$ cat src/hdl/ddrw_pkg.sv
// Shared types and constants for the display dirty row writer.
package ddrw_pkg;

    localparam int ROW_COUNT_DEFAULT = 8;
    localparam int MAX_ROWS          = 8;
    localparam int ROW_W             = 8;
    localparam int DEV_ADDR_W        = 7;
    localparam int ROW_IDX_W         = 3;
    localparam int IN_DATA_W         = 72;
    localparam int OUT_DATA_W        = 16;
    localparam int OUT_USER_W        = 4;

    localparam logic [DEV_ADDR_W-1:0] DEV_ADDR_RESET = 7'h70;
    localparam logic [ROW_W-1:0]      PAD_BYTE       = 8'h00;

    // Bit positions within the output tuser field.
    localparam int USER_BYTE_VALID = 0;
    localparam int USER_MSG_START  = 1;
    localparam int USER_MSG_END    = 2;
    localparam int USER_ACCEPTED   = 3;

    // Bit position of the bus ready flag within the input tdata field.
    localparam int IN_BUS_READY_BIT = 64;

    typedef enum logic [2:0] {
        KIND_NONE,
        KIND_STATUS,
        KIND_ADDR,
        KIND_DATA,
        KIND_PAD
    } out_kind_t;

    typedef struct packed {
        out_kind_t kind;
        logic      load;
        logic      start_run;
        logic      finish_row;
        logic      step_pad;
    } ddrw_cmd_t;

    typedef struct packed {
        logic bus_ready;
        logic dirty;
        logic run_end;
        logic rest_empty;
    } ddrw_stat_t;

endpackage

$ cat src/hdl/ddrw_ctrl.sv
// Controller state machine that sequences the write messages of one frame.
module ddrw_ctrl
    import ddrw_pkg::*;
(
    input  logic       clk,
    input  logic       rst_n,
    input  logic       in_valid,
    output logic       in_ready,
    output logic       out_valid,
    input  logic       out_ready,
    input  ddrw_stat_t stat,
    output ddrw_cmd_t  cmd
);

    typedef enum logic [2:0] {
        S_IDLE,
        S_STATUS,
        S_ADDR,
        S_DATA,
        S_PAD
    } state_t;

    state_t state_reg;
    state_t state_next;

    always_ff @(posedge clk or negedge rst_n)
    begin
        if (!rst_n)
        begin
            state_reg <= S_IDLE;
        end
        else
        begin
            state_reg <= state_next;
        end
    end

    always_comb
    begin
        state_next     = state_reg;
        cmd            = '0;
        cmd.kind       = KIND_NONE;
        in_ready       = 1'b0;
        out_valid      = 1'b0;
        unique case (state_reg)
            S_IDLE:
            begin
                in_ready = 1'b1;
                if (in_valid)
                begin
                    cmd.load = 1'b1;
                    if (!stat.bus_ready || !stat.dirty)
                    begin
                        state_next = S_STATUS;
                    end
                    else
                    begin
                        state_next = S_ADDR;
                    end
                end
            end
            S_STATUS:
            begin
                cmd.kind  = KIND_STATUS;
                out_valid = 1'b1;
                if (out_ready)
                begin
                    state_next = S_IDLE;
                end
            end
            S_ADDR:
            begin
                cmd.kind  = KIND_ADDR;
                out_valid = 1'b1;
                if (out_ready)
                begin
                    cmd.start_run = 1'b1;
                    state_next    = S_DATA;
                end
            end
            S_DATA:
            begin
                cmd.kind  = KIND_DATA;
                out_valid = 1'b1;
                if (out_ready)
                begin
                    cmd.finish_row = 1'b1;
                    if (!stat.run_end)
                    begin
                        state_next = S_PAD;
                    end
                    else if (stat.rest_empty)
                    begin
                        state_next = S_IDLE;
                    end
                    else
                    begin
                        state_next = S_ADDR;
                    end
                end
            end
            S_PAD:
            begin
                cmd.kind  = KIND_PAD;
                out_valid = 1'b1;
                if (out_ready)
                begin
                    cmd.step_pad = 1'b1;
                    state_next   = S_DATA;
                end
            end
            default:
            begin
                state_next = S_IDLE;
            end
        endcase
    end

endmodule

$ cat src/hdl/ddrw_datapath.sv
// Datapath holding the shadow rows, the frame, the pending row mask and the output mux.
module ddrw_datapath
    import ddrw_pkg::*;
#(
    parameter int ROW_COUNT = ROW_COUNT_DEFAULT
)
(
    input  logic                  clk,
    input  logic                  rst_n,
    input  logic [IN_DATA_W-1:0]  in_data,
    input  logic                  cfg_valid,
    input  logic [DEV_ADDR_W-1:0] cfg_data,
    input  ddrw_cmd_t             cmd,
    output ddrw_stat_t            stat,
    output logic [OUT_DATA_W-1:0] out_data,
    output logic [OUT_USER_W-1:0] out_user,
    output logic                  out_last
);

    logic [ROW_W-1:0]      shadow_reg [ROW_COUNT];
    logic [ROW_W-1:0]      rows_reg   [MAX_ROWS];
    logic [MAX_ROWS-1:0]   pending_reg;
    logic [ROW_IDX_W-1:0]  index_reg;
    logic                  acc_reg;
    logic [DEV_ADDR_W-1:0] dev_addr_reg;

    logic [ROW_W-1:0]      row_in [MAX_ROWS];
    logic [MAX_ROWS-1:0]   changed;
    logic                  bus_ready_in;
    logic [ROW_IDX_W-1:0]  first_idx;
    logic                  run_end;
    logic                  rest_empty;
    logic [ROW_W-1:0]      out_byte;
    logic [DEV_ADDR_W-1:0] target_address;

    assign bus_ready_in = in_data[IN_BUS_READY_BIT];

    always_comb
    begin
        changed = '0;
        for (int i = 0; i < MAX_ROWS; i++)
        begin
            row_in[i] = in_data[ROW_W*i +: ROW_W];
        end
        for (int i = 0; i < ROW_COUNT; i++)
        begin
            changed[i] = (row_in[i] != shadow_reg[i]);
        end
    end

    always_comb
    begin
        first_idx = '0;
        for (int i = MAX_ROWS - 1; i >= 0; i--)
        begin
            if (pending_reg[i])
            begin
                first_idx = ROW_IDX_W'(i);
            end
        end
    end

    assign run_end    = (index_reg == ROW_IDX_W'(MAX_ROWS - 1))
                        || !pending_reg[index_reg + ROW_IDX_W'(1)];
    assign rest_empty = ((pending_reg & ~(MAX_ROWS'(1) << index_reg)) == '0);

    assign stat.bus_ready  = bus_ready_in;
    assign stat.dirty      = (changed != '0);
    assign stat.run_end    = run_end;
    assign stat.rest_empty = rest_empty;

    always_ff @(posedge clk or negedge rst_n)
    begin
        if (!rst_n)
        begin
            for (int i = 0; i < ROW_COUNT; i++)
            begin
                shadow_reg[i] <= '0;
            end
            pending_reg  <= '0;
            index_reg    <= '0;
            acc_reg      <= 1'b0;
            dev_addr_reg <= DEV_ADDR_RESET;
        end
        else
        begin
            if (cfg_valid)
            begin
                dev_addr_reg <= cfg_data;
            end
            if (cmd.load)
            begin
                acc_reg <= bus_ready_in;
                if (bus_ready_in)
                begin
                    pending_reg <= changed;
                    for (int i = 0; i < ROW_COUNT; i++)
                    begin
                        shadow_reg[i] <= row_in[i];
                    end
                end
                else
                begin
                    pending_reg <= '0;
                end
            end
            if (cmd.start_run)
            begin
                index_reg <= first_idx;
            end
            if (cmd.finish_row)
            begin
                pending_reg[index_reg] <= 1'b0;
            end
            if (cmd.step_pad)
            begin
                index_reg <= index_reg + ROW_IDX_W'(1);
            end
        end
    end

    always_ff @(posedge clk)
    begin
        if (cmd.load)
        begin
            for (int i = 0; i < MAX_ROWS; i++)
            begin
                rows_reg[i] <= row_in[i];
            end
        end
    end

    always_comb
    begin
        out_byte       = '0;
        target_address = '0;
        out_user       = '0;
        out_last       = 1'b0;
        unique case (cmd.kind)
            KIND_NONE:
            begin
                out_last = 1'b0;
            end
            KIND_STATUS:
            begin
                out_user[USER_ACCEPTED] = acc_reg;
                out_last                = 1'b1;
            end
            KIND_ADDR:
            begin
                out_byte                  = {4'b0000, first_idx, 1'b0};
                target_address            = dev_addr_reg;
                out_user[USER_BYTE_VALID] = 1'b1;
                out_user[USER_MSG_START]  = 1'b1;
                out_user[USER_ACCEPTED]   = 1'b1;
            end
            KIND_DATA:
            begin
                out_byte                  = rows_reg[index_reg];
                target_address            = dev_addr_reg;
                out_user[USER_BYTE_VALID] = 1'b1;
                out_user[USER_MSG_END]    = run_end;
                out_user[USER_ACCEPTED]   = 1'b1;
                out_last                  = run_end && rest_empty;
            end
            KIND_PAD:
            begin
                out_byte                  = PAD_BYTE;
                target_address            = dev_addr_reg;
                out_user[USER_BYTE_VALID] = 1'b1;
                out_user[USER_ACCEPTED]   = 1'b1;
            end
            default:
            begin
                out_last = 1'b0;
            end
        endcase
    end

    assign out_data = {1'b0, target_address, out_byte};

endmodule

$ cat src/hdl/display_dirty_row_writer.sv
// Top level of the display dirty row writer.
// A frame of eight row bytes is taken and then its results are presented
// one per cycle on the output stream while it does not stall: a single
// status transaction when the bus is busy or no row changed, otherwise
// each run of changed rows as an address byte followed by the row bytes
// with pad bytes between them. A frame gives 1 to 16 results; the
// controller emits one message byte per cycle unless the output stalls
// and takes the next frame only after the last result of the current one
// has been transferred. The shadow copy of the rows is cleared by reset,
// and the device address may be written whenever the block is idle.
module display_dirty_row_writer
    import ddrw_pkg::*;
#(
    parameter int ROW_COUNT = ROW_COUNT_DEFAULT
)
(
    input  logic                  clk,
    input  logic                  rst_n,
    // row_zero .. row_seven in bits 63:0, bus_ready in bit 64, zero fill above.
    input  logic [IN_DATA_W-1:0]  s_axis_tdata,
    input  logic                  s_axis_tvalid,
    output logic                  s_axis_tready,
    // out_byte in bits 7:0, target_address in bits 14:8, zero fill in bit 15.
    output logic [OUT_DATA_W-1:0] m_axis_tdata,
    // byte_valid, message_start, message_end, accepted from bit 0 upwards.
    output logic [OUT_USER_W-1:0] m_axis_tuser,
    output logic                  m_axis_tlast,
    output logic                  m_axis_tvalid,
    input  logic                  m_axis_tready,
    input  logic [DEV_ADDR_W-1:0] cfg_data,
    input  logic                  cfg_valid,
    output logic                  cfg_ready
);

    ddrw_cmd_t  cmd;
    ddrw_stat_t stat;

    assign cfg_ready = 1'b1;

    ddrw_ctrl u_ctrl (
        .clk       (clk),
        .rst_n     (rst_n),
        .in_valid  (s_axis_tvalid),
        .in_ready  (s_axis_tready),
        .out_valid (m_axis_tvalid),
        .out_ready (m_axis_tready),
        .stat      (stat),
        .cmd       (cmd)
    );

    ddrw_datapath #(
        .ROW_COUNT (ROW_COUNT)
    ) u_datapath (
        .clk       (clk),
        .rst_n     (rst_n),
        .in_data   (s_axis_tdata),
        .cfg_valid (cfg_valid),
        .cfg_data  (cfg_data),
        .cmd       (cmd),
        .stat      (stat),
        .out_data  (m_axis_tdata),
        .out_user  (m_axis_tuser),
        .out_last  (m_axis_tlast)
    );

endmodule

$ cat config.mk
export PLATFORM = sky130hd
export DESIGN_NAME = display_dirty_row_writer
export DESIGN_NICKNAME = d
export VERILOG_FILES = /design/src/hdl/ddrw_pkg.sv /design/src/hdl/ddrw_ctrl.sv /design/src/hdl/ddrw_datapath.sv /design/src/hdl/display_dirty_row_writer.sv
export SDC_FILE = /design/constraint.sdc
export NUM_CORES = 1
export LEC_CHECK = 0
export BUFFER_PORTS_ARGS = -buffer_cell sky130_fd_sc_hd__clkbuf_2
export CELL_PAD_IN_SITES_DETAIL_PLACEMENT = 2
export CELL_PAD_IN_SITES_GLOBAL_PLACEMENT = 2
export CORE_MARGIN = 3
export CORE_UTILIZATION = 39
export CTS_CLUSTER_SIZE = 24
export DETAILED_ROUTE_END_ITERATION = 10
export GPL_TIMING_DRIVEN = 0
export PLACE_DENSITY = 0.94
export REMOVE_ABC_BUFFERS = 1
export SYNTH_ARGS = -nofsm -noshare
export SYNTH_HDL_FRONTEND = slang
export SYNTH_SLANG_ARGS = --single-unit
$ cat constraint.sdc
create_clock -name clk -period 6.4 [get_ports clk]
set_input_delay 0.32 -clock clk [delete_from_list [all_inputs] [get_ports clk]]
set_output_delay 0.32 -clock clk [all_outputs]
set_load 0.1 [all_outputs]
==> metrics.md, run 1 <==
| Metric | Value |
|---|---|
| Status | `completed` |
| Tightest Pin Transition | `0.8963 ns` |
| Fmax | `0.2400 GHz` |
| Cell Area, Synth | `7049 um2` |
| Most common cell after layout, fill and taps aside | `nand2_1` |
| Routed vias/inst | `5.714` |
| H-tree depth | `4` |
| Number of global-route vias before repair | `6549` |
| Fin nets | `849` |
| Routed len/inst | `27.13 um` |
| Dpl hpwl | `17.34 mm` |
| Core ar. | `17480 um2` |
| Initial core utilization | `0.4034` |
| Global route overflow | `0` |
| Worst-path clk slew | `0.07 ns` |
| Fillers | `1773` |
| Clk_lat worst skew | `0.44 ns` |
| Max-slew violations | `0` |
| Fin. Hold Viols | `0` |
| Internal power | `0.002469 W` |
| Crit Reg-Reg Startpoint | `u_ctrl.state_reg[2]` |
| Switching Fraction | `0.4660` |
| FP Rows | `48` |
| FF-to-FF End | `u_datapath.shadow_reg[9]` |
| Setup TNS | `0 ns` |
| Leading area contributor after synthesis | `dfrtp_1` |
| Mapped Avg Cell Area | `10.58 um2` |
| Mapped Cells | `666` |
| CTS tree | `yes` |
| Maximum vdd drop | `0.4621 mV` |
| First-pass GRT wire length | `40.53 mm` |
| CP Capture Type | `output port` |
| Synth top area share | `0.2946` |
| Share of layout cells above drive strength 1 | `0.2060` |
| Flop-to-flop setup slack | `3.42 ns` |
| Clk_skew | `0.01554 ns` |
| Worst r2r path cells | `7` |
| Comb pwr share | `0.412` |
| Asr flop ratio synth | `0.5733` |
| Hold_sp | `s_axis_tdata[7]` |
| IO buf count | `98` |
| Boundary Pins | `108` |
| WHS Path Cells | `1` |
| Worst hold endpoint | `u_datapath.rows_reg[0][7]` |
| Largest net degree at the start of global routing | `66` |
| TritonRoute pass-1 iters | `5` |
| Slew Limit Headroom | `0.4025` |
| Placer Congestion | `0.8522` |
| Setup Crit Path Kind | `reg2out` |
| Die width | `140.4 um` |
| Gr usage total | `0.2718` |
| Number of synthesis warnings | `0` |
| Full die area | `19720 um2` |
| Pleak | `3.838 nW` |
| Fin crit share | `0.6510` |
| CTS Buffer Depth | `2` |
| Remaining antenna violation count after routing | `0` |
| Root Buffer | `clkbuf_16` |
| Worst path required time | `6.08 ns` |
| Largest cells by area after synthesis | `dfrtp_1 29%, edfxtp_1 27%, nand2_1 12%, xor2_1 8.0%, mux2_2 2.7%` |
| Endpoints failing setup | `0` |
| CP arrival | `3.85 ns` |
| Setup repair bufs after CTS | `0` |
| RSZ-0062 raised after global routing | `no` |
| Max capacitance violation total | `0` |
| # DRC | `0` |
| Via Count | `5697` |
| Number of synthesized flops with an enable pin | `64` |
| Period minus WS final | `4.166 ns` |
| CTS Buf Count | `17` |
| Top_reg_cell synth | `dfrtp_1` |
| Power Dens Cells | `551.3 nW/um2` |
| Startpoint Class | `register` |
| Part of the power in registers | `0.355` |
| Synth cell types | `50` |
| Cells after DPL | `963` |
| Proportion of synthesized chip area in sequential cells | `0.5785` |
| Crit Path Max Fanout | `18` |
| Type of the tightest min-delay check | `in2reg` |
| Switch Pwr | `0.002155 W` |
| Final Non-Filler Cells | `997` |
| CTS Sinks | `150` |
| Clk pwr share | `0.233` |
| Most frequent cells in the layout | `217 x nand2_1, 97 x clkbuf_2, 82 x dfrtp_1, 64 x xor2_1, 64 x edfxtp_1` |
| Antenna violations before repair | `0` |
| First-iteration detailed-routing DRC count | `355` |
| Chip Height | `140.4 um` |
| Total wire length | `27.05 mm` |
| Area grow syn2layout | `18.99%` |
| Flops & latches, synth | `150` |
| ANT cells | `0` |
-- worst max-delay path: stages, from the launching register on --
cell and delay [ns]:
dfrtp_1 0.81, inv_1 0.37, ha_1 0.55, mux4_1 0.58
nand2b_1 0.17, and3_1 0.17, o21ai_1 0.14, and3b_1 0.17
clkbuf_2 0.45
-- synth_stat cells (all sizes together), types with 3 or more instances --
cell type,n
mux2i,15
mux2,17
a22oi,10
clkbuf,9
ha,6
edfxtp,64
nor2b,12
a21oi,30
a21boi,3
xor2,64
o22ai,10
inv,7
o21ai,9
buf,20
dfrtp,83
dfstp,3
nand2,218
nand2b,9
o221ai,5
nor2,21
nor4,17
nand4,4
-- metrics by stage --
step	util	hold slack [ns]	setup WS [ns]	area (um2)	total power, W
after floorplan	-	0.02441	0.5512	6897	0.002843
after global placement	0.4388	0.4727	1.602	7669	0.003231
after detailed placement	0.4430	0.3435	2.329	7742	0.003423
after CTS	0.4782	0.1046	1.802	8358	0.004579
after global routing	0.4800	0.1070	2.143	8388	0.004823
final	0.4800	0.1157	2.234	8388	0.004624
-- metal layers --
layer  track usage  wire, um  vias up
met5             0         0        -
met4        0.1300      1118        0
met3       0.04780      1077       76
met2        0.4781     14270      228
met1        0.3213     10580     2938
li1              -         -     2455
-- worst max-delay path by stage --
stage / from / end
detailed placement: u_datapath.index_reg[0] / m_axis_tlast
CTS: u_datapath.index_reg[0] / m_axis_tlast
finish: u_datapath.index_reg[2] / m_axis_tlast
global route: u_datapath.index_reg[2] / m_axis_tlast
floorplan: u_ctrl.state_reg[2] / u_ctrl.state_reg[1]
global placement: u_ctrl.state_reg[2] / u_ctrl.state_reg[1]
-- cell families (layout without fill, tap and decap cells) --
group	Yosys count	after routing	share of synthesized area
and+or+nand+nor	293	293	0.1759
AOI/OAI and AO/OA	81	81	0.07561
DFF	150	150	0.5785
buffers and inverters	36	142	0.02538
muxes	33	33	0.05218
adders and majority gates	6	6	0.01065
xor gates and xnor gates	65	65	0.08076
other	2	2	0.001065
-- timing repair --
action,in CTS,in global routing
setup endpoints to repair,0,0
hold buffers,1,0
resized for setup,0,0
hold endpoints to repair,32,0
-- power groups by stage --
stage,logic [W],clock network [W],registers (W)
final,0.00191,0.00108,0.00164
after global routing,0.00203,0.00113,0.00166
after CTS,0.00188,0.00108,0.00162
after detailed placement,0.00180,0,0.00162
after global placement,0.00166,0,0.00157
after floorplan,0.00134,0,0.00150
-- final cells by class --
cell class,instances,area (um2),area share
Clock buffer,21,450.4,0.05370
Clock inverter,11,155.1,0.01850
Inverter,7,27.53,0.003282
Multi-Input combinational cell,480,2796,0.3334
Sequential cell,150,4079,0.4863
Tap cell,225,281.5,0.03356
Timing Repair Buffer,103,598.1,0.07130
Note: power is estimated with default switching activity, not from simulation.
==> inputs of run 2 (changes only) <==
CORE_UTILIZATION = 37   (was 39)
PLACE_DENSITY = 0.9   (was 0.94)
clock period = 4.2 ns   (was 6.4 ns; I/O delays follow)
==> metrics.md, run 2 (synthesis gave the netlist of run 1 again) <==
| Metric | Value |
|---|---|
| First-iteration detailed-routing DRC count | `275` |
| Slew Limit Headroom | `0.3835` |
| Die width | `144.0 um` |
| Initial core utilization | `0.3845` |
| Share of layout cells above drive strength 1 | `0.2027` |
| Setup TNS | `0 ns` |
| Core ar. | `18330 um2` |
| ANT cells | `0` |
| CTS Sinks | `150` |
| Startpoint Class | `register` |
| CTS Buffer Depth | `2` |
| Type of the tightest min-delay check | `in2reg` |
| CP arrival | `3.70 ns` |
| Max-slew violations | `0` |
| Worst path required time | `3.99 ns` |
| Clk_lat worst skew | `0.44 ns` |
| Full die area | `20740 um2` |
| Pleak | `3.949 nW` |
| Boundary Pins | `108` |
| Root Buffer | `clkbuf_16` |
| CP Capture Type | `output port` |
| Fin. Hold Viols | `0` |
| Maximum vdd drop | `0.6164 mV` |
| RSZ-0062 raised after global routing | `no` |
| Crit Reg-Reg Startpoint | `u_ctrl.state_reg[2]` |
| Setup Crit Path Kind | `reg2out` |
| Worst Setup SP | `u_datapath.index_reg[1]` |
| CTS tree | `yes` |
| Endpoints failing setup | `0` |
| Routed len/inst | `24.28 um` |
| Area grow syn2layout | `23.00%` |
| Via Count | `5635` |
| Number of global-route vias before repair | `6497` |
| Max capacitance violation total | `0` |
| Fmax | `0.2559 GHz` |
| Dpl cell area | `7747 um2` |
| Worst-path clk slew | `0.06 ns` |
| Antenna violations before repair | `0` |
| Hold_sp | `s_axis_tdata[11]` |
| H-tree depth | `4` |
| # DRC | `0` |
| Fin crit share | `0.9303` |
| Tightest Pin Transition | `0.9247 ns` |
| Largest net degree at the start of global routing | `66` |
| IO buf count | `98` |
| Fin nets | `881` |
| Clk_skew | `0.01275 ns` |
| Remaining antenna violation count after routing | `0` |
| CTS Buf Count | `17` |
| Routed vias/inst | `5.455` |
| TritonRoute pass-1 iters | `4` |
| Most common cell after layout, fill and taps aside | `nand2_1` |
| Status | `completed` |
| Fillers | `1881` |
| Chip Height | `144.0 um` |
| Power Dens Cells | `780.4 nW/um2` |
| Gr usage total | `0.2531` |
| Most frequent cells in the layout | `217 x nand2_1, 97 x clkbuf_2, 82 x dfrtp_1, 64 x xor2_1, 64 x edfxtp_1` |
| FP Rows | `49` |
| Global route overflow | `0` |
| Dpl hpwl | `16.62 mm` |
| Placer Congestion | `0.8395` |
| Final Cell Area | `8671 um2` |
| Period minus WS final | `3.907 ns` |
| Crit Path Max Fanout | `17` |
| First-pass GRT wire length | `38.99 mm` |
| Total wire length | `25.08 mm` |
==> run 2: cell types whose count changed in the layout (fill, tap and decap cells not counted), moves of 4 or more <==
cell | previous run | this run
bufinv_16 | 4 | 0
clkinv_2 | 5 | 1
clkinv_4 | 0 | 5
dlygate4sd3_1 | 1 | 33
==> run 2: layer usage <==
layer	track usage	wire length, um
met2	0.4505	13380
met4	0.09068	721
met5	0	0
met3	0.05589	1035
met1	0.3010	9941
==> run 2: worst max-delay path: stages (launching register included) <==
cell and delay [ns]:
dfrtp_1 0.94, ha_1 0.34, ha_1 0.29, mux4_1 0.58, nand2b_1 0.17, and3_1 0.16
o21ai_1 0.14, and3b_1 0.17, clkbuf_2 0.45
==> run 2: final timing paths <==
check	to	slack, ns	cells past startpoint
max	m_axis_tlast	0.29	8
min	u_datapath.rows_reg[1][3]	0.01	1
max reg2reg	u_datapath.shadow_reg[31]	1.06	7
min reg2reg	u_datapath.acc_reg	0.50	2
max in group asynchronous	u_datapath.dev_addr_reg[4]	3.13	3
min in group asynchronous	u_datapath.shadow_reg[21]	0.35	2
==> run 2: power breakdown <==
part	switching (W)	internal (W)
Combinational	0.00200	0.000808
Sequential	0.000504	0.00197
Clock	0.000656	0.000831
Total	0.00316	0.00360
==> run 2: area by class of cell <==
type	instances	area (um2)	area share
sequential	150	4079	0.4704
multi-input combinational	480	2796	0.3225
timing repair buffer	135	910.9	0.1051
clock buffer	21	481.7	0.05556
tap	229	286.5	0.03304
clock inverter	11	88.84	0.01025
inverter	7	27.53	0.003175
==> run 2: metrics by stage <==
step / worst slack [ns] / power (W) / hold slack, ns / std cells / util
CTS: 0.2071 / 0.006741 / 0.0005428 / 1028 / 0.4697
global route: 0.1574 / 0.007141 / 0.00002667 / 1033 / 0.4730
floorplan: -1.649 / 0.004332 / -0.08559 / 637 / -
finish: 0.2927 / 0.006767 / 0.01064 / 1033 / 0.4730
global placement: -0.6152 / 0.004943 / 0.4372 / 964 / 0.4186
detailed placement: 0.2428 / 0.005181 / 0.2529 / 967 / 0.4226
==> run 2: what timing repair did <==
action / in CTS / in global routing
setup buffers: 0 / 0
gates resized for setup: 1 / 0
hold endpoints to repair: 62 / 4
setup endpoints to repair: 2 / 0
hold buffers: 29 / 4
